<file path="config.mk">
export PLATFORM = sky130hd
export DESIGN_NAME = polyphonic_voice_allocator_unit_flat
export DESIGN_NICKNAME = d
export VERILOG_FILES = /design/src/rtl/pva_pkg.sv /design/src/rtl/pva_if.sv /design/src/rtl/polyphonic_voice_allocator_unit.sv /design/src/rtl/pva_ctrl.sv /design/src/rtl/pva_dp.sv /design/src/flat_wrapper.sv
export SDC_FILE = /design/constraint.sdc
export NUM_CORES = 1
export LEC_CHECK = 0
export CORE_ASPECT_RATIO = 1.1
export CORE_UTILIZATION = 57
export DETAILED_ROUTE_END_ITERATION = 16
export DONT_BUFFER_PORTS = 1
export GPL_TIMING_DRIVEN = 0
export PLACE_DENSITY = 0.76
export SYNTH_ARGS = -nofsm -noshare
export SYNTH_HDL_FRONTEND = slang
export SYNTH_SLANG_ARGS = --single-unit
</file>
<file path="constraint.sdc">
create_clock -name i_clk -period 4.55 [get_ports i_clk]
set_input_delay 1.1375 -clock i_clk [delete_from_list [all_inputs] [get_ports i_clk]]
set_output_delay 1.1375 -clock i_clk [all_outputs]
set_load 0.01 [all_outputs]
</file>
<file path="src/rtl/pva_pkg.sv">
// pva_pkg: shared types, codes and the note frequency table of the voice allocator
// no dependencies; used by the controller, datapath and top level

package pva_pkg;

    localparam int VOICES_DEF = 3;
    localparam int MAX_OUT    = 3;
    localparam int CFG_W      = 4;
    localparam logic [CFG_W-1:0] PERC_RESET = 4'd9;

    localparam logic [1:0] MODE_NOTE_ON  = 2'd0;
    localparam logic [1:0] MODE_NOTE_OFF = 2'd1;
    localparam logic [1:0] MODE_TICK     = 2'd2;

    localparam logic KIND_FREQ = 1'b0;
    localparam logic KIND_ATT  = 1'b1;

    localparam logic [4:0] ATT_SILENT = 5'd15;
    localparam logic [4:0] ATT_DONE   = 5'd16;
    localparam logic [6:0] VEL_MAX    = 7'd127;

    typedef enum logic [1:0] {
        OP_NONE,
        OP_ON,
        OP_OFF,
        OP_TICK
    } t_op;

    typedef enum logic [2:0] {
        ST_IDLE,
        ST_SCAN,
        ST_DECIDE,
        ST_FREQ,
        ST_ATT,
        ST_FLUSH
    } t_state;

    typedef struct packed {
        logic ready;
        logic scan_step;
        logic commit;
        logic emit_freq;
        logic emit_att;
        logic flush;
    } t_cmd;

    typedef struct packed {
        t_op  op;
        logic accepted;
        logic scan_last;
        logic step_hold;
        logic drop;
        logic out_free;
        logic pend_valid;
    } t_sts;

    localparam logic [13:0] NOTE_HZ [128] = '{
        14'd8,     14'd8,     14'd9,     14'd9,     14'd10,    14'd10,    14'd11,    14'd12,
        14'd12,    14'd13,    14'd14,    14'd15,    14'd16,    14'd17,    14'd18,    14'd19,
        14'd20,    14'd21,    14'd23,    14'd24,    14'd25,    14'd27,    14'd29,    14'd30,
        14'd32,    14'd34,    14'd36,    14'd38,    14'd41,    14'd43,    14'd46,    14'd48,
        14'd51,    14'd55,    14'd58,    14'd61,    14'd65,    14'd69,    14'd73,    14'd77,
        14'd82,    14'd87,    14'd92,    14'd97,    14'd103,   14'd110,   14'd116,   14'd123,
        14'd130,   14'd138,   14'd146,   14'd155,   14'd164,   14'd174,   14'd184,   14'd195,
        14'd207,   14'd220,   14'd233,   14'd246,   14'd261,   14'd277,   14'd293,   14'd311,
        14'd329,   14'd349,   14'd369,   14'd391,   14'd415,   14'd440,   14'd466,   14'd493,
        14'd523,   14'd554,   14'd587,   14'd622,   14'd659,   14'd698,   14'd739,   14'd783,
        14'd830,   14'd880,   14'd932,   14'd987,   14'd1046,  14'd1108,  14'd1174,  14'd1244,
        14'd1318,  14'd1396,  14'd1479,  14'd1567,  14'd1661,  14'd1760,  14'd1864,  14'd1975,
        14'd2093,  14'd2217,  14'd2349,  14'd2489,  14'd2637,  14'd2793,  14'd2959,  14'd3135,
        14'd3322,  14'd3520,  14'd3729,  14'd3951,  14'd4186,  14'd4434,  14'd4698,  14'd4978,
        14'd5274,  14'd5587,  14'd5919,  14'd6271,  14'd6644,  14'd7040,  14'd7458,  14'd7902,
        14'd8372,  14'd8869,  14'd9397,  14'd9956,  14'd10548, 14'd11175, 14'd11839, 14'd12543
    };

endpackage

</file>
<file path="src/rtl/pva_if.sv">
// pva_in_if / pva_out_if: valid-ready channels for note events and tone register writes
// fixed payload widths; no dependencies

interface pva_in_if;
    logic       valid;
    logic       ready;
    logic [1:0] mode;
    logic [3:0] channel;
    logic [6:0] note;
    logic [6:0] velocity;

    modport source (output valid, mode, channel, note, velocity, input ready);
    modport sink   (input valid, mode, channel, note, velocity, output ready);
endinterface

interface pva_out_if;
    logic        valid;
    logic        ready;
    logic [1:0]  voice;
    logic        write_kind;
    logic [13:0] frequency;
    logic [3:0]  attenuation;
    logic        last;

    modport source (output valid, voice, write_kind, frequency, attenuation, last,
                    input ready);
    modport sink   (input valid, voice, write_kind, frequency, attenuation, last,
                    output ready);
endinterface

</file>
<file path="src/rtl/polyphonic_voice_allocator_unit.sv">
// polyphonic_voice_allocator_unit: top level, controller plus datapath
// depends on pva_pkg, pva_if, pva_ctrl and pva_dp
//
// Takes note-on, note-off and decay-tick events on i_evt and answers with tone
// generator register write beats on o_wr, the final beat of an event flagged by last.
// Voices are examined one per clock, except that a tick scan holds while a beat is due
// and the output register is still full. A placed note-on passes scan, decide, a frequency
// beat and an attenuation beat; a dropped note-on ends after decide, a note-off after
// the scan, a tick after the scan and a flush of its pending beat, an ignored event at
// once. Beats wait while the output register is full; results wait in a single output
// register, so the next event is accepted while the last beat is pending. The user must
// write the percussion channel through i_cfg_we / i_cfg_data only while idle; the block does not enforce it.

module polyphonic_voice_allocator_unit #(
    parameter int VOICES = pva_pkg::VOICES_DEF
) (
    input  logic                      i_clk,
    input  logic                      i_rst_n,
    input  logic                      i_cfg_we,
    input  logic [pva_pkg::CFG_W-1:0] i_cfg_data,
    pva_in_if.sink                    i_evt,
    pva_out_if.source                 o_wr
);

    pva_pkg::t_cmd cmd;
    pva_pkg::t_sts sts;

    pva_ctrl u_ctrl (
        .i_clk   (i_clk),
        .i_rst_n (i_rst_n),
        .i_sts   (sts),
        .o_cmd   (cmd)
    );

    pva_dp #(
        .VOICES (VOICES)
    ) u_dp (
        .i_clk      (i_clk),
        .i_rst_n    (i_rst_n),
        .i_cfg_we   (i_cfg_we),
        .i_cfg_data (i_cfg_data),
        .i_evt      (i_evt),
        .o_wr       (o_wr),
        .i_cmd      (cmd),
        .o_sts      (sts)
    );

endmodule

</file>
<file path="src/rtl/pva_ctrl.sv">
// pva_ctrl: sequencer of the voice allocator (accept, voice scan, decide, write beats)
// depends on pva_pkg for the state, command and status types

module pva_ctrl (
    input  logic          i_clk,
    input  logic          i_rst_n,
    input  pva_pkg::t_sts i_sts,
    output pva_pkg::t_cmd o_cmd
);

    pva_pkg::t_state r_state;
    pva_pkg::t_state n_state;

    always_ff @(posedge i_clk) begin
        if (!i_rst_n) begin
            r_state <= pva_pkg::ST_IDLE;
        end else begin
            r_state <= n_state;
        end
    end

    always_comb begin
        n_state = r_state;
        o_cmd   = '0;
        case (r_state)
            pva_pkg::ST_IDLE: begin
                o_cmd.ready = 1'b1;
                if (i_sts.accepted) begin
                    n_state = pva_pkg::ST_SCAN;
                end
            end
            pva_pkg::ST_SCAN: begin
                if (i_sts.op == pva_pkg::OP_NONE) begin
                    n_state = pva_pkg::ST_IDLE;
                end else if (!i_sts.step_hold) begin
                    o_cmd.scan_step = 1'b1;
                    if (i_sts.scan_last) begin
                        case (i_sts.op)
                            pva_pkg::OP_ON:   n_state = pva_pkg::ST_DECIDE;
                            pva_pkg::OP_TICK: n_state = pva_pkg::ST_FLUSH;
                            default:          n_state = pva_pkg::ST_IDLE;
                        endcase
                    end
                end
            end
            pva_pkg::ST_DECIDE: begin
                if (i_sts.drop) begin
                    n_state = pva_pkg::ST_IDLE;
                end else begin
                    o_cmd.commit = 1'b1;
                    n_state      = pva_pkg::ST_FREQ;
                end
            end
            pva_pkg::ST_FREQ: begin
                if (i_sts.out_free) begin
                    o_cmd.emit_freq = 1'b1;
                    n_state         = pva_pkg::ST_ATT;
                end
            end
            pva_pkg::ST_ATT: begin
                if (i_sts.out_free) begin
                    o_cmd.emit_att = 1'b1;
                    n_state        = pva_pkg::ST_IDLE;
                end
            end
            pva_pkg::ST_FLUSH: begin
                if (!i_sts.pend_valid) begin
                    n_state = pva_pkg::ST_IDLE;
                end else if (i_sts.out_free) begin
                    o_cmd.flush = 1'b1;
                    n_state     = pva_pkg::ST_IDLE;
                end
            end
            default: begin
                n_state = pva_pkg::ST_IDLE;
            end
        endcase
    end

endmodule

</file>
<file path="src/rtl/pva_dp.sv">
// pva_dp: voice state, scan accumulators, pending tick beat and output register
// depends on pva_pkg and the pva_in_if / pva_out_if channels

module pva_dp #(
    parameter int VOICES = pva_pkg::VOICES_DEF
) (
    input  logic                     i_clk,
    input  logic                     i_rst_n,
    input  logic                     i_cfg_we,
    input  logic [pva_pkg::CFG_W-1:0] i_cfg_data,
    pva_in_if.sink                   i_evt,
    pva_out_if.source                o_wr,
    input  pva_pkg::t_cmd            i_cmd,
    output pva_pkg::t_sts            o_sts
);

    localparam int IW = $clog2(VOICES);
    localparam logic [IW-1:0] IDX_LAST = IW'(VOICES - 1);
    localparam logic [1:0]    CNT_MAX  = 2'(pva_pkg::MAX_OUT);

    logic [pva_pkg::CFG_W-1:0] r_perc;
    logic [1:0] r_mode;
    logic [3:0] r_channel;
    logic [6:0] r_note;
    logic [6:0] r_velocity;

    logic [6:0] r_vnote [VOICES];
    logic [4:0] r_vatt  [VOICES];
    logic       r_vdec  [VOICES];

    logic [IW-1:0] r_idx;
    logic          r_same_f, r_idle_f, r_empty_f;
    logic [IW-1:0] r_same_i, r_idle_i, r_empty_i, r_lo_i, r_hi_i;
    logic [6:0]    r_lo_v, r_hi_v;
    logic [1:0]    r_cnt;
    logic [IW-1:0] r_place;
    logic [3:0]    r_att_on;

    logic       r_pend_valid;
    logic [1:0] r_pend_voice;
    logic [3:0] r_pend_att;

    logic        r_out_valid;
    logic [1:0]  r_out_voice;
    logic        r_out_kind;
    logic [13:0] r_out_freq;
    logic [3:0]  r_out_att;
    logic        r_out_last;

    pva_pkg::t_op  op;
    logic          accepted;
    logic          out_free;
    logic          out_load;
    logic [6:0]    cur_note;
    logic [4:0]    cur_att;
    logic          cur_dec;
    logic          produce;
    logic [IW-1:0] mid;
    logic [IW-1:0] n_place;
    logic [3:0]    n_att_on;
    logic [3:0]    n_tick_att;

    assign accepted   = i_evt.valid && i_evt.ready;
    assign out_free   = !r_out_valid || o_wr.ready;
    assign cur_note   = r_vnote[r_idx];
    assign cur_att    = r_vatt[r_idx];
    assign cur_dec    = r_vdec[r_idx];
    assign n_att_on   = 4'((pva_pkg::VEL_MAX - r_velocity) >> 3);
    assign n_tick_att = cur_att[3:0] + 4'd1;
    assign produce    = (op == pva_pkg::OP_TICK) && cur_dec &&
                        (cur_att < pva_pkg::ATT_SILENT) && (r_cnt < CNT_MAX);
    assign out_load   = i_cmd.emit_freq || i_cmd.emit_att ||
                        (i_cmd.scan_step && produce && r_pend_valid) ||
                        (i_cmd.flush && r_pend_valid);

    always_comb begin
        case (r_mode)
            pva_pkg::MODE_NOTE_ON: begin
                if (r_velocity == 7'd0) begin
                    op = pva_pkg::OP_OFF;
                end else if (r_channel == r_perc) begin
                    op = pva_pkg::OP_NONE;
                end else begin
                    op = pva_pkg::OP_ON;
                end
            end
            pva_pkg::MODE_NOTE_OFF: op = pva_pkg::OP_OFF;
            pva_pkg::MODE_TICK:     op = pva_pkg::OP_TICK;
            default:                op = pva_pkg::OP_NONE;
        endcase
    end

    // chosen voice is the same note, else idle, else empty, else the first that is neither lowest nor highest
    always_comb begin
        if (r_lo_i != IW'(0) && r_hi_i != IW'(0)) begin
            mid = IW'(0);
        end else if (r_lo_i != IW'(1) && r_hi_i != IW'(1)) begin
            mid = IW'(1);
        end else begin
            mid = IW'(2);
        end
        if (r_same_f) begin
            n_place = r_same_i;
        end else if (r_idle_f) begin
            n_place = r_idle_i;
        end else if (r_empty_f) begin
            n_place = r_empty_i;
        end else begin
            n_place = mid;
        end
    end

    assign o_sts.op         = op;
    assign o_sts.accepted   = accepted;
    assign o_sts.scan_last  = (r_idx == IDX_LAST);
    assign o_sts.step_hold  = produce && r_pend_valid && !out_free;
    assign o_sts.drop       = !r_same_f && !r_empty_f && (r_note > r_lo_v) && (r_note < r_hi_v);
    assign o_sts.out_free   = out_free;
    assign o_sts.pend_valid = r_pend_valid;

    assign i_evt.ready       = i_cmd.ready;
    assign o_wr.valid        = r_out_valid;
    assign o_wr.voice        = r_out_voice;
    assign o_wr.write_kind   = r_out_kind;
    assign o_wr.frequency    = r_out_freq;
    assign o_wr.attenuation  = r_out_att;
    assign o_wr.last         = r_out_last;

    // configuration and input capture
    always_ff @(posedge i_clk) begin
        if (!i_rst_n) begin
            r_perc <= pva_pkg::PERC_RESET;
        end else if (i_cfg_we) begin
            r_perc <= i_cfg_data;
        end
        if (accepted) begin
            r_mode     <= i_evt.mode;
            r_channel  <= i_evt.channel;
            r_note     <= i_evt.note;
            r_velocity <= i_evt.velocity;
        end
    end

    // per-voice state
    always_ff @(posedge i_clk) begin
        if (!i_rst_n) begin
            for (int v = 0; v < VOICES; v++) begin
                r_vnote[v] <= 7'd0;
                r_vatt[v]  <= pva_pkg::ATT_SILENT;
                r_vdec[v]  <= 1'b0;
            end
        end else if (i_cmd.commit) begin
            r_vnote[n_place] <= r_note;
            r_vatt[n_place]  <= {1'b0, n_att_on};
            r_vdec[n_place]  <= 1'b0;
        end else if (i_cmd.scan_step) begin
            if (op == pva_pkg::OP_OFF && cur_note == r_note) begin
                r_vnote[r_idx] <= 7'd0;
                r_vdec[r_idx]  <= 1'b1;
            end
            if (op == pva_pkg::OP_TICK && cur_dec) begin
                if (cur_att >= pva_pkg::ATT_SILENT) begin
                    r_vatt[r_idx] <= pva_pkg::ATT_DONE;
                    r_vdec[r_idx] <= 1'b0;
                end else begin
                    r_vatt[r_idx] <= cur_att + 5'd1;
                end
            end
        end
    end

    // scan index and search accumulators
    always_ff @(posedge i_clk) begin
        if (!i_rst_n) begin
            r_idx <= '0;
        end else if (accepted) begin
            r_idx <= '0;
        end else if (i_cmd.scan_step) begin
            r_idx <= (r_idx == IDX_LAST) ? IW'(0) : r_idx + IW'(1);
        end
        if (accepted) begin
            r_same_f  <= 1'b0;
            r_idle_f  <= 1'b0;
            r_empty_f <= 1'b0;
            r_cnt     <= 2'd0;
        end else if (i_cmd.scan_step) begin
            if (op == pva_pkg::OP_ON) begin
                if (!r_same_f && cur_note == r_note) begin
                    r_same_f <= 1'b1;
                    r_same_i <= r_idx;
                end
                if (!r_idle_f && cur_note == 7'd0 && !cur_dec) begin
                    r_idle_f <= 1'b1;
                    r_idle_i <= r_idx;
                end
                if (!r_empty_f && cur_note == 7'd0) begin
                    r_empty_f <= 1'b1;
                    r_empty_i <= r_idx;
                end
                if (r_idx == IW'(0) || cur_note < r_lo_v) begin
                    r_lo_i <= r_idx;
                    r_lo_v <= cur_note;
                end
                if (r_idx == IW'(0) || cur_note > r_hi_v) begin
                    r_hi_i <= r_idx;
                    r_hi_v <= cur_note;
                end
            end
            if (produce) begin
                r_cnt <= r_cnt + 2'd1;
            end
        end
        if (i_cmd.commit) begin
            r_place  <= n_place;
            r_att_on <= n_att_on;
        end
    end

    // pending tick beat and output register
    always_ff @(posedge i_clk) begin
        if (!i_rst_n) begin
            r_out_valid  <= 1'b0;
            r_pend_valid <= 1'b0;
        end else begin
            if (o_wr.valid && o_wr.ready && !out_load) begin
                r_out_valid <= 1'b0;
            end
            if (accepted) begin
                r_pend_valid <= 1'b0;
            end
            if (i_cmd.emit_freq) begin
                r_out_valid <= 1'b1;
                r_out_voice <= r_place[1:0];
                r_out_kind  <= pva_pkg::KIND_FREQ;
                r_out_freq  <= pva_pkg::NOTE_HZ[r_note];
                r_out_att   <= 4'd0;
                r_out_last  <= 1'b0;
            end
            if (i_cmd.emit_att) begin
                r_out_valid <= 1'b1;
                r_out_voice <= r_place[1:0];
                r_out_kind  <= pva_pkg::KIND_ATT;
                r_out_freq  <= 14'd0;
                r_out_att   <= r_att_on;
                r_out_last  <= 1'b1;
            end
            if (i_cmd.scan_step && produce) begin
                if (r_pend_valid) begin
                    r_out_valid <= 1'b1;
                    r_out_voice <= r_pend_voice;
                    r_out_kind  <= pva_pkg::KIND_ATT;
                    r_out_freq  <= 14'd0;
                    r_out_att   <= r_pend_att;
                    r_out_last  <= 1'b0;
                end
                r_pend_valid <= 1'b1;
                r_pend_voice <= r_idx[1:0];
                r_pend_att   <= n_tick_att;
            end
            if (i_cmd.flush && r_pend_valid) begin
                r_out_valid  <= 1'b1;
                r_out_voice  <= r_pend_voice;
                r_out_kind   <= pva_pkg::KIND_ATT;
                r_out_freq   <= 14'd0;
                r_out_att    <= r_pend_att;
                r_out_last   <= 1'b1;
                r_pend_valid <= 1'b0;
            end
        end
    end

endmodule
</file>
<file path="src/flat_wrapper.sv">
// flat-port wrapper written by rule: the top's interface ports become plain ports
module polyphonic_voice_allocator_unit_flat 
#(
    parameter int VOICES = pva_pkg::VOICES_DEF
)
  (i_clk, i_rst_n, i_cfg_we, i_cfg_data, i_evt_valid, i_evt_mode, i_evt_channel, i_evt_note, i_evt_velocity, i_evt_ready, o_wr_valid, o_wr_voice, o_wr_write_kind, o_wr_frequency, o_wr_attenuation, o_wr_last, o_wr_ready);
  pva_in_if i_evt_i ();
  pva_out_if o_wr_i ();
  input  logic i_clk;
  input  logic i_rst_n;
  input  logic i_cfg_we;
  input  logic [pva_pkg::CFG_W-1:0] i_cfg_data;
  input wire logic [$bits(i_evt_i.valid)-1:0] i_evt_valid;
  input wire logic [$bits(i_evt_i.mode)-1:0] i_evt_mode;
  input wire logic [$bits(i_evt_i.channel)-1:0] i_evt_channel;
  input wire logic [$bits(i_evt_i.note)-1:0] i_evt_note;
  input wire logic [$bits(i_evt_i.velocity)-1:0] i_evt_velocity;
  output wire logic [$bits(i_evt_i.ready)-1:0] i_evt_ready;
  output wire logic [$bits(o_wr_i.valid)-1:0] o_wr_valid;
  output wire logic [$bits(o_wr_i.voice)-1:0] o_wr_voice;
  output wire logic [$bits(o_wr_i.write_kind)-1:0] o_wr_write_kind;
  output wire logic [$bits(o_wr_i.frequency)-1:0] o_wr_frequency;
  output wire logic [$bits(o_wr_i.attenuation)-1:0] o_wr_attenuation;
  output wire logic [$bits(o_wr_i.last)-1:0] o_wr_last;
  input wire logic [$bits(o_wr_i.ready)-1:0] o_wr_ready;
  assign i_evt_i.valid = i_evt_valid;
  assign i_evt_i.mode = i_evt_mode;
  assign i_evt_i.channel = i_evt_channel;
  assign i_evt_i.note = i_evt_note;
  assign i_evt_i.velocity = i_evt_velocity;
  assign i_evt_ready = i_evt_i.ready;
  assign o_wr_valid = o_wr_i.valid;
  assign o_wr_voice = o_wr_i.voice;
  assign o_wr_write_kind = o_wr_i.write_kind;
  assign o_wr_frequency = o_wr_i.frequency;
  assign o_wr_attenuation = o_wr_i.attenuation;
  assign o_wr_last = o_wr_i.last;
  assign o_wr_i.ready = o_wr_ready;
  polyphonic_voice_allocator_unit #(.VOICES(VOICES)) u_core (.i_clk(i_clk), .i_rst_n(i_rst_n), .i_cfg_we(i_cfg_we), .i_cfg_data(i_cfg_data), .i_evt(i_evt_i), .o_wr(o_wr_i));
endmodule
</file>
---- After elaboration in Yosys (flattened, before gate mapping) ----
Memories as Yosys holds them, arrays and structs flattened. A register that Yosys moved wholly into a read port is not among the register bits.
Cells that the tools add are included.
cells by class
  bitwise gates (word level) .............. 5
  mux-type cells .......................... 109
  equality and inequality tests ........... 19
  reduce and logical (&&, ||, !) cells .... 62
  $add $sub $neg .......................... 5
  order comparisons ....................... 8
operators by type and width
  operator               count
  $mux W14               6
  $mux W1                58
  $mux W2                25
  $reduce_and A4 Y1      6
  $logic_and A1 B1 Y1    21
  $mux W3                7
  $mux W4                5
  $pmux W3 S6            1
  $mux W5                3
  $gt A7 B7 Y1           2
  $logic_not A7 Y1       2
  $lt A7 B7 Y1           2
  $mux W7                2
  $reduce_or A7 Y1       2
  $reduce_or A5 Y1       2
  $reduce_and A3 Y1      3
  $eq A2 B2 Y1 const B   4
  $ge A8 B8 Y1 const B   1
  $not A7 Y8             1
  $eq A7 B7 Y1           1
  $logic_not A1 Y1       7
  $sub A7 B7 Y7 const A  1
  $eq A3 B2 Y1 const B   2
  $eq A3 B3 Y1 const B   2
  other kinds (24)       42
word-level totals
  logic and storage cells ................. 241
  register bits ........................... 94
  memories kept ........................... 4
  bits in read-only memories .............. 1792
  memory bits (writable) .................. 39
memory list
  name                 depth  width  read ports  clocked after memory_dff  wr ports  RTL line       text
  (no name shown)      128    14     1           0                         0         pva_dp.sv:235  r_out_freq <= pva_pkg::NOTE_HZ[r_note];
  u_core.u_dp.r_vnote  3      7      1           1                         3         pva_dp.sv:27   logic [6:0] r_vnote [VOICES];
  u_core.u_dp.r_vatt   3      5      1           1                         3         pva_dp.sv:28   logic [4:0] r_vatt [VOICES];
  u_core.u_dp.r_vdec   3      1      1           1                         3         pva_dp.sv:29   logic r_vdec [VOICES];

---- Logic depth before layout (Yosys ltp) ----
Gate-level depths: netlist (run 1).
  depth in word-level cells ............... 25
  mapped depth ............................ 12
  depth with buffers taken out ............ 11

---- By module ----
From an unflattened synthesis (run 1), not the netlist that was laid out.
second synthesis, totals
  cell total of the unflattened synthesis .. 742
  area total of the unflattened synthesis .. 8313.0 µm²
modules (own cells, without submodules)
  module    sequential area each (µm²)  cells an instance  instances  area an instance (µm²)
  pva_dp    4174.0                      702                1          7992.7
  pva_ctrl  60.1                        40                 1          320.3

---- Worst setup path before layout (run 1) ----
No wires, ideal clock.
  path type ............................... reg2reg
  start point ............................. reg with a tool-made name
  end point ............................... mem u_core.u_dp.r_vnote[0][0] (enable)
  arrival time ............................ 2856 ps
  stages on the path, launching flop included .. 8
  required time ........................... 4152 ps
  period minus slack after synthesis ...... 3255 ps
  setup slack ............................. 1295 ps
  path buffers ............................ 1
  cell sequence ........................... dfxtp_1 > buf_6 > mux4_1 > xnor2_1 > nand4_1 > nor4_2 > nand4_1 > o311ai_0
RTL lines
  item       RTL line
  to (decl)  pva_dp.sv:27

==> results of run 1 <==
==> layer usage <==
metal | wire [um] | vias up | global-route usage
met5 | 0 | - | 0
li1 | - | 2879 | -
met2 | 10700 | 299 | 0.506
met4 | 997 | 0 | 0.175
met1 | 8200 | 3100 | 0.363
met3 | 1260 | 73 | 0.0518
==> worst min-delay path by stage <==
stage / startpoint / to / slack [ns] / depth (start not counted)
2_1_floorplan: u_core.u_dp.r_vdec[2] / u_core.u_dp.r_vdec[2] / 0.45 / 2
3_3_place_gp: u_core.u_dp.r_vdec[2] / u_core.u_dp.r_vdec[2] / 0.46 / 2
3_5_place_dp: u_core.u_dp.r_vdec[2] / u_core.u_dp.r_vdec[2] / 0.49 / 2
4_1_cts: u_core.u_dp.r_vdec[2] / u_core.u_dp.r_vdec[2] / 0.50 / 2
5_1_grt: u_core.u_dp.r_vdec[2] / u_core.u_dp.r_vdec[2] / 0.51 / 2
6_report: u_core.u_dp.r_vdec[2] / u_core.u_dp.r_vdec[2] / 0.50 / 2
==> tightest hold or removal path, delay by kind of cell (launching register included) <==
kind / cells / cell delay [ns]
flip-flops: 1 / 0.31
AO/OA/AOI/OAI: 1 / 0.07
AND/OR/NAND/NOR: 1 / 0.07
==> cell usage after synthesis (8+ instances only) <==
cell      number  area share
o21ai_0       39       0.024
edfxtp_1     127        0.46
ha_1          37       0.056
nand4_1        8      0.0060
xnor2_1       11       0.012
dfxtp_1       21       0.051
nor2b_1        9      0.0068
nand3_1       16      0.0097
nand2b_1      10      0.0075
nor2_1        92       0.042
and2_1        21       0.016
a211oi_1      14       0.013
a21oi_1       44       0.027
mux4_2         8       0.022
nand2_1       57       0.026
nor3_1        17       0.010
inv_1         40       0.018
clkbuf_1      33       0.015
mux2i_1       17       0.021
mux4_1         9       0.029
==> cell type report <==
class | count | area share
timing repair buffer | 1 | 0.000550
clock buffer | 17 | 0.0467
inverter | 43 | 0.0179
multi-input combinational | 529 | 0.405
sequential | 148 | 0.465
clock inverter | 15 | 0.0164
buffer | 41 | 0.0224
tap | 188 | 0.0258
==> power groups by stage <==
stage	Combinational (mW)	Clock, mW	Sequential (mW)
final	0.751	1.34	1.65
after CTS	0.730	1.35	1.65
after floorplan	0.534	0	1.65
after global placement	0.713	0	1.67
after detailed placement	0.720	0	1.68
after global routing	0.817	1.39	1.65
==> registers in the layout, indices dropped and copies added (netlist names), 7 cells and up, named ones only <==
signal,count
u_core.u_dp.r_vnote,28
u_core.u_dp.o_wr.frequency,14
u_core.u_dp.r_note,7
u_core.u_dp.r_lo_v,7
u_core.u_dp.r_vatt,20
u_core.u_dp.r_hi_v,7
u_core.u_dp.r_velocity,7
==> kinds of logic after synthesis <==
logic type | synth area share
XOR/XNOR | 0.0159
adder cells (fa/ha/maj) | 0.0559
multiplexers | 0.0762
AO/OA/AOI/OAI | 0.147
AND/OR/NAND/NOR | 0.149
buffers and inverters | 0.0447
flip-flops | 0.511
==> repair_timing <==
item | 4_1_cts | 5_1_grt
setup endpoints to repair | 0 | 26
gates resized for setup | 0 | 1
hold buffers | 0 | 0
==> reports/summary.json, run 1 <==
{
  "p_sw_frac": 0.302,
  "report.final.setup_viol": 0,
  "drt-wirelength-per-cell_um": 21.6,
  "effective_utilization_at_floorplan": 0.591,
  "power.ir.vdd_worst_uv": 349,
  "setup_total_neg_slack_ns": 0,
  "achievable-frequency_mhz": 230,
  "route.vias.total": 6351,
  "worst_hold_path_type": "flip-flop to flip-flop",
  "critical_path.top_delay_family": "compound AO/OA/AOI/OAI gates",
  "number_of_global_route_vias_before_repair": 6349,
  "yosysSeqAreaShare": 0.511,
  "count_of_flip_flops_with_a_built_in_enable_after_synthesis": 127,
  "worstSetupPathDepth": 8,
  "worst_path_largest_cell_delay_ns": 1.09,
  "cp_data_required_time_ns": 4.57,
  "power_frac_comb": 0.201,
  "worst_ep_arrival_time_ns": 4.37,
  "power.switching_mw": 1.13,
  "place_congestion": 0.978,
  "sequential_cell_area_mm2": 0.00423,
  "cts_tree": "built",
  "final-hold-violation-count": 0,
  "grt_max_degree": 27,
  "stdcell_area_mm2": 0.00910,
  "syn_to_final_growth_pct": 9.86,
  "critPathLaunchType": "flip-flop",
  "ys_async_sr_fraction": 0,
  "unrepaired_setup_endpoints_after_global_routing": "no",
  "drt_wl_total_mm": 21.2,
  "layout-drive-gt1-share": 0.0945,
  "layout_commonest_cell": "edfxtp_1",
  "reg2reg_to": "u_core.u_dp.r_vnote[2][3]",
  "final_core_utilization": 0.649,
  "dp_worst_setup_slack_ns": 0.160,
  "worstRegToRegCells": 8,
  "layout_common_cells": "edfxtp_1, nor2_1, nand2_1",
  "fp-row-count": 45,
  "clock_power_share": 0.358,
  "leakagePower_nw": 3.34,
  "maxSlewViolCount": 0,
  "power.internal_mw": 2.61,
  "yosys_register_bits": 148,
  "syn_area_mm2": 0.00829,
  "critPathMostFrequentCell": "nand4_1",
  "worst-r2r-setup-slack_ns": 0.20,
  "vias_per_cell": 6.47,
  "htreeDepth": 4,
  "drt_first_iter_violations": 643,
  "timing.critical_path.slowest_stage_cell": "o21ai_0",
  "clk_transition_reported_paths_ns": 0.06,
  "tritoncts_num_sinks": 148,
  "final_min_period_over_clock_period": 0.956,
  "critPathKind": "flip-flop to flip-flop",
  "crit_buf_inv": 2,
  "yosys_warnings": 0,
  "detailedRoute.firstPassIterationCount": 6,
  "postCtsSetupBuffers": 0,
  "dp.final_hpwl_mm": 15.3,
  "critical_path.endpoint": "u_core.u_dp.r_vnote[2][3]",
  "fillers": 1093,
  "syn_avg_cell_area_um2": 10.9,
  "syn-instance-count": 762,
  "cp_cell_sequence": "buf_6 -> mux4_1 -> xnor2_1 -> nand4_1 -> nor4_2 -> nand4_1 -> clkbuf_1 -> o21ai_0",
  "layoutNonFillerInstCount": 982,
  "synth.net_count": 828,
  "postLayoutSetupSlackWorst_ns": 0.200,
  "ctsLongestPathBuffers": 2,
  "finalNetCount": 847,
  "grt_pass1_wl_mm": 33.4,
  "route.detailed.drc": 0,
  "port_buffers": 0,
  "synthDistinctLibCells": 75,
  "fin_total_pwr_mw": 3.74,
  "final.min_clock_period_ns": 4.35,
  "ctsRootBufferMaster": "clkbuf_16",
  "die_height_um": 128,
  "ys_dominant_reg_cell": "edfxtp_1",
  "antenna_violating_nets_post_route": 0,
  "critical_path.endpoint_type": "flip-flop",
  "placedInstanceArea_mm2": 0.00853,
  "tightest_slew_ns": 1.32,
  "die_width_um": 117,
  "power_per_cell_area_mw_per_mm2": 410,
  "die_area_mm2": 0.0150,
  "multiInputGateArea_mm2": 0.00369,
  "share_seq_of_total_power": 0.441,
  "maxCapViolCount": 0,
  "critical_path.max_fanout": 10,
  "overall_global_routing_resource_usage": 0.301,
  "outcome": "finished clean",
  "clock_insertion_delay_worst_skew_ns": 0.42,
  "design.core.area_mm2": 0.0140,
  "fin_skew_ns": 0.00856,
  "diodes": 0,
  "placedCellCount": 951,
  "holdWs_ns": 0.501,
  "relSlewSlack": 0.109,
  "number_of_antenna_violations_at_the_first_check_in_global_routing": 0,
  "inserted_clock_buffers": 17,
  "grt_remaining_overflow": 0,
  "top_level_ports": 53
}
(Power assumes the default switching activity.)
==> run 2: changes to the inputs <==
- RECOVER_POWER: default -> 50
==> run 2 against run 1 <==
Non-clock buffer count unchanged. Sequential share of layout area up 0.13 points. First-iteration DRC count up 1.2%. Critical endpoint unchanged. Largest power group unchanged. Sequential cell count stayed put. Combinational power about the same. Wire length rose by 0.23%. Count of clock-buffer cells in the layout unchanged. Final area down 0.27%.
==> reports/summary.json, run 2 (synthesized netlist as in run 1, its figures left out) <==
{
  "drt_first_iter_violations": {"value": 651, "change": "+1.2%"},
  "power.internal": {"value": 2.61, "unit": "mW", "change": "about the same"},
  "maxCapViolCount": {"value": 0, "change": "unchanged"},
  "p_sw_frac": {"value": 0.302, "change": "about the same"},
  "cp_data_required_time": {"value": 4.58, "unit": "ns", "change": "about the same"},
  "place_congestion": {"value": 0.978, "change": "unchanged"},
  "grt_max_degree": {"value": 27, "change": "unchanged"},
  "overall_global_routing_resource_usage": {"value": 0.301, "change": "unchanged"},
  "critical_path.top_delay_family": "compound AO/OA/AOI/OAI gates",
  "sequential_cell_area": {"value": 0.00423, "unit": "mm2", "change": "unchanged"},
  "critical_path.max_fanout": {"value": 10, "change": "unchanged"},
  "power_frac_comb": {"value": 0.200, "change": "about the same"},
  "ctsLongestPathBuffers": {"value": 2, "change": "unchanged"},
  "worst_path_largest_cell_delay": {"value": 1.11, "unit": "ns", "change": "+0.02 ns"},
  "power.switching": {"value": 1.13, "unit": "mW", "change": "about the same"},
  "route.vias.total": {"value": 6372, "change": "+0.33%"},
  "stdcell_area": {"value": 0.00908, "unit": "mm2", "change": "-0.27%"},
  "multiInputGateArea": {"value": 0.00367, "unit": "mm2", "change": "-0.47%"},
  "power.ir.vdd_worst": {"value": 349, "unit": "uV", "change": "-0.17%"},
  "number_of_antenna_violations_at_the_first_check_in_global_routing": {"value": 0, "change": "unchanged"},
  "design.core.area": {"value": 0.0140, "unit": "mm2", "change": "unchanged"},
  "cts_tree": "built",
  "port_buffers": {"value": 0, "change": "unchanged"},
  "timing.critical_path.slowest_stage_cell": "o21ai_0",
  "syn_to_final_growth_pct": 9.56,
  "dp.final_hpwl": {"value": 15.3, "unit": "mm", "change": "unchanged"},
  "vias_per_cell": {"value": 6.49, "change": "+0.33%"},
  "tightest_slew": {"value": 1.34, "unit": "ns", "change": "+0.0213 ns"},
  "share_seq_of_total_power": {"value": 0.441, "change": "about the same"},
  "effective_utilization_at_floorplan": {"value": 0.591, "change": "unchanged"},
  "top_level_ports": {"value": 53, "change": "unchanged"},
  "worst_hold_path_type": "flip-flop to flip-flop",
  "drt-wirelength-per-cell": {"value": 21.6, "unit": "um", "change": "+0.23%"},
  "final_min_period_over_clock_period": {"value": 0.960, "change": "+0.00376"},
  "layout_common_cells": "edfxtp_1, nor2_1, nand2_1",
  "report.final.setup_viol": {"value": 0, "change": "unchanged"},
  "critical_path.endpoint_type": "flip-flop",
  "placedCellCount": {"value": 951, "change": "unchanged"},
  "fp-row-count": {"value": 45, "change": "unchanged"},
  "clock_insertion_delay_worst_skew": {"value": 0.42, "unit": "ns", "change": "about the same"},
  "grt_pass1_wl": {"value": 33.4, "unit": "mm", "change": "unchanged"},
  "inserted_clock_buffers": {"value": 17, "change": "unchanged"},
  "die_area": {"value": 0.0150, "unit": "mm2", "change": "unchanged"},
  "fillers": {"value": 1097, "change": "+0.37%"},
  "layoutNonFillerInstCount": {"value": 982, "change": "unchanged"},
  "critPathMostFrequentCell": "nand4_1",
  "achievable-frequency": {"value": 229, "unit": "MHz", "change": "-0.39%"},
  "finalNetCount": {"value": 847, "change": "unchanged"},
  "tritoncts_num_sinks": {"value": 148, "change": "unchanged"},
  "power_per_cell_area": {"value": 411, "unit": "mW/mm2", "change": "+0.25%"},
  "whs_path_depth": {"value": 2, "change": "unchanged"},
  "relSlewSlack": {"value": 0.0950, "change": "-0.0143"},
  "worst_ep_arrival_time": {"value": 4.39, "unit": "ns", "change": "+0.02 ns"},
  "postCtsSetupBuffers": {"value": 0, "change": "unchanged"},
  "final-hold-violation-count": {"value": 0, "change": "unchanged"},
  "final.min_clock_period": {"value": 4.37, "unit": "ns", "change": "+0.0171 ns"},
  "largest_reg_flops": {"value": 28, "change": "unchanged"},
  "unrepaired_setup_endpoints_after_global_routing": "no",
  "critPathLaunchType": "flip-flop",
  "regMostFlops": "u_core.u_dp.r_vnote",
  "cp_cell_sequence": "buf_6 -> mux4_1 -> xnor2_1 -> nand4_1 -> nor4_2 -> nand4_1 -> clkbuf_1 -> o21ai_0",
  "postLayoutSetupSlackWorst": {"value": 0.183, "unit": "ns", "change": "-0.0171 ns"},
  "worstRegToRegCells": {"value": 8, "change": "unchanged"},
  "fin_skew": {"value": 0.00850, "unit": "ns", "change": "-0.0000610 ns"},
  "clock_power_share": {"value": 0.358, "change": "about the same"},
  "leakagePower": {"value": 3.32, "unit": "nW", "change": "-0.43%"},
  "htreeDepth": {"value": 4, "change": "unchanged"},
  "antenna_violating_nets_post_route": {"value": 0, "change": "unchanged"},
  "worstSetupPathDepth": {"value": 8, "change": "unchanged"},
  "critPathKind": "flip-flop to flip-flop",
  "placedInstanceArea": {"value": 0.00853, "unit": "mm2", "change": "unchanged"},
  "outcome": "finished clean",
  "fin_total_pwr": {"value": 3.73, "unit": "mW", "change": "about the same"},
  "grt_remaining_overflow": {"value": 0, "change": "unchanged"},
  "layout_commonest_cell": "edfxtp_1",
  "setup_total_neg_slack": {"value": 0, "unit": "ns", "change": "unchanged"},
  "die_height": {"value": 128, "unit": "um", "change": "unchanged"},
  "layout-drive-gt1-share": {"value": 0.0907, "change": "-0.00378"},
  "ctsRootBufferMaster": "clkbuf_16",
  "detailedRoute.firstPassIterationCount": {"value": 5, "change": "-1"},
  "clk_transition_reported_paths": {"value": 0.06, "unit": "ns", "change": "about the same"},
  "crit_buf_inv": {"value": 2, "change": "unchanged"},
  "drt_wl_total": {"value": 21.2, "unit": "mm", "change": "+0.23%"},
  "number_of_global_route_vias_before_repair": {"value": 6349, "change": "unchanged"},
  "dp_worst_setup_slack": {"value": 0.160, "unit": "ns", "change": "unchanged"},
  "die_width": {"value": 117, "unit": "um", "change": "unchanged"},
  "diodes": {"value": 0, "change": "unchanged"},
  "route.detailed.drc": {"value": 0, "change": "unchanged"},
  "maxSlewViolCount": {"value": 0, "change": "unchanged"}
}
[run 2: cell count changes in the layout (fill, tap and decap cells not counted)]
cell / change
clkbuf_1: +1
buf_6: -1
and4_4: -1
and4_1: +1
nor4_1: +1
nor4_4: -1
[run 2: path summary, 6_finish.rpt]
path	slack, ns	start	endpoint
worst min-delay path	0.50	u_core.u_dp.r_perc[3]	u_core.u_dp.r_perc[3]
worst max-delay path	0.18	flip-flop	u_core.u_dp.r_vnote[2][3]
worst max register to register	0.18	flip-flop	u_core.u_dp.r_vnote[2][3]
worst min register to register	0.50	u_core.u_dp.r_perc[3]	u_core.u_dp.r_perc[3]
[run 2: layout make-up]
class	instances	area share
flip-flops and latches	148	0.466
clock inverters	15	0.0164
clock buffers	17	0.0469
repair buffers	1	0.000551
multi-input cells	529	0.404
plain buffers	41	0.0216
inverters	43	0.0179
well taps	188	0.0259
[run 2: timing repair]
item	in CTS	in global routing
endpoints found under the hold margin	0	0
hold buffers	0	0
gates resized for setup	0	1
endpoints found under the setup margin	0	26
[run 2: per-stage QoR]
step                hold slack [ns]   util
floorplan                     0.448      -
global route                  0.514  0.648
detailed placement            0.490  0.609
finish                        0.502  0.648
CTS                           0.498  0.650
global placement              0.461  0.608
[run 2: routing by layer]
metal	global-route usage	vias to the layer above	share of wire
li1	-	2879	-
met1	0.363	3090	0.38
met3	0.0518	75	0.063
met4	0.175	0	0.047
met5	0	-	0
met2	0.506	328	0.51
[run 2: power by group through the flow]
stage	Clock (mW)	Sequential, mW	Combinational (mW)
3_3_place_gp	0	1.67	0.713
3_5_place_dp	0	1.68	0.720
4_1_cts	1.35	1.65	0.730
2_1_floorplan	0	1.65	0.534
5_1_grt	1.39	1.65	0.816
6_report	1.34	1.65	0.749
[run 2: tightest hold or removal path, delay by kind of cell (launching register included)]
family	cells	cell delay, ns
AND/OR/NAND/NOR	1	0.06
multiplexers	1	0.07
flip-flops	1	0.34
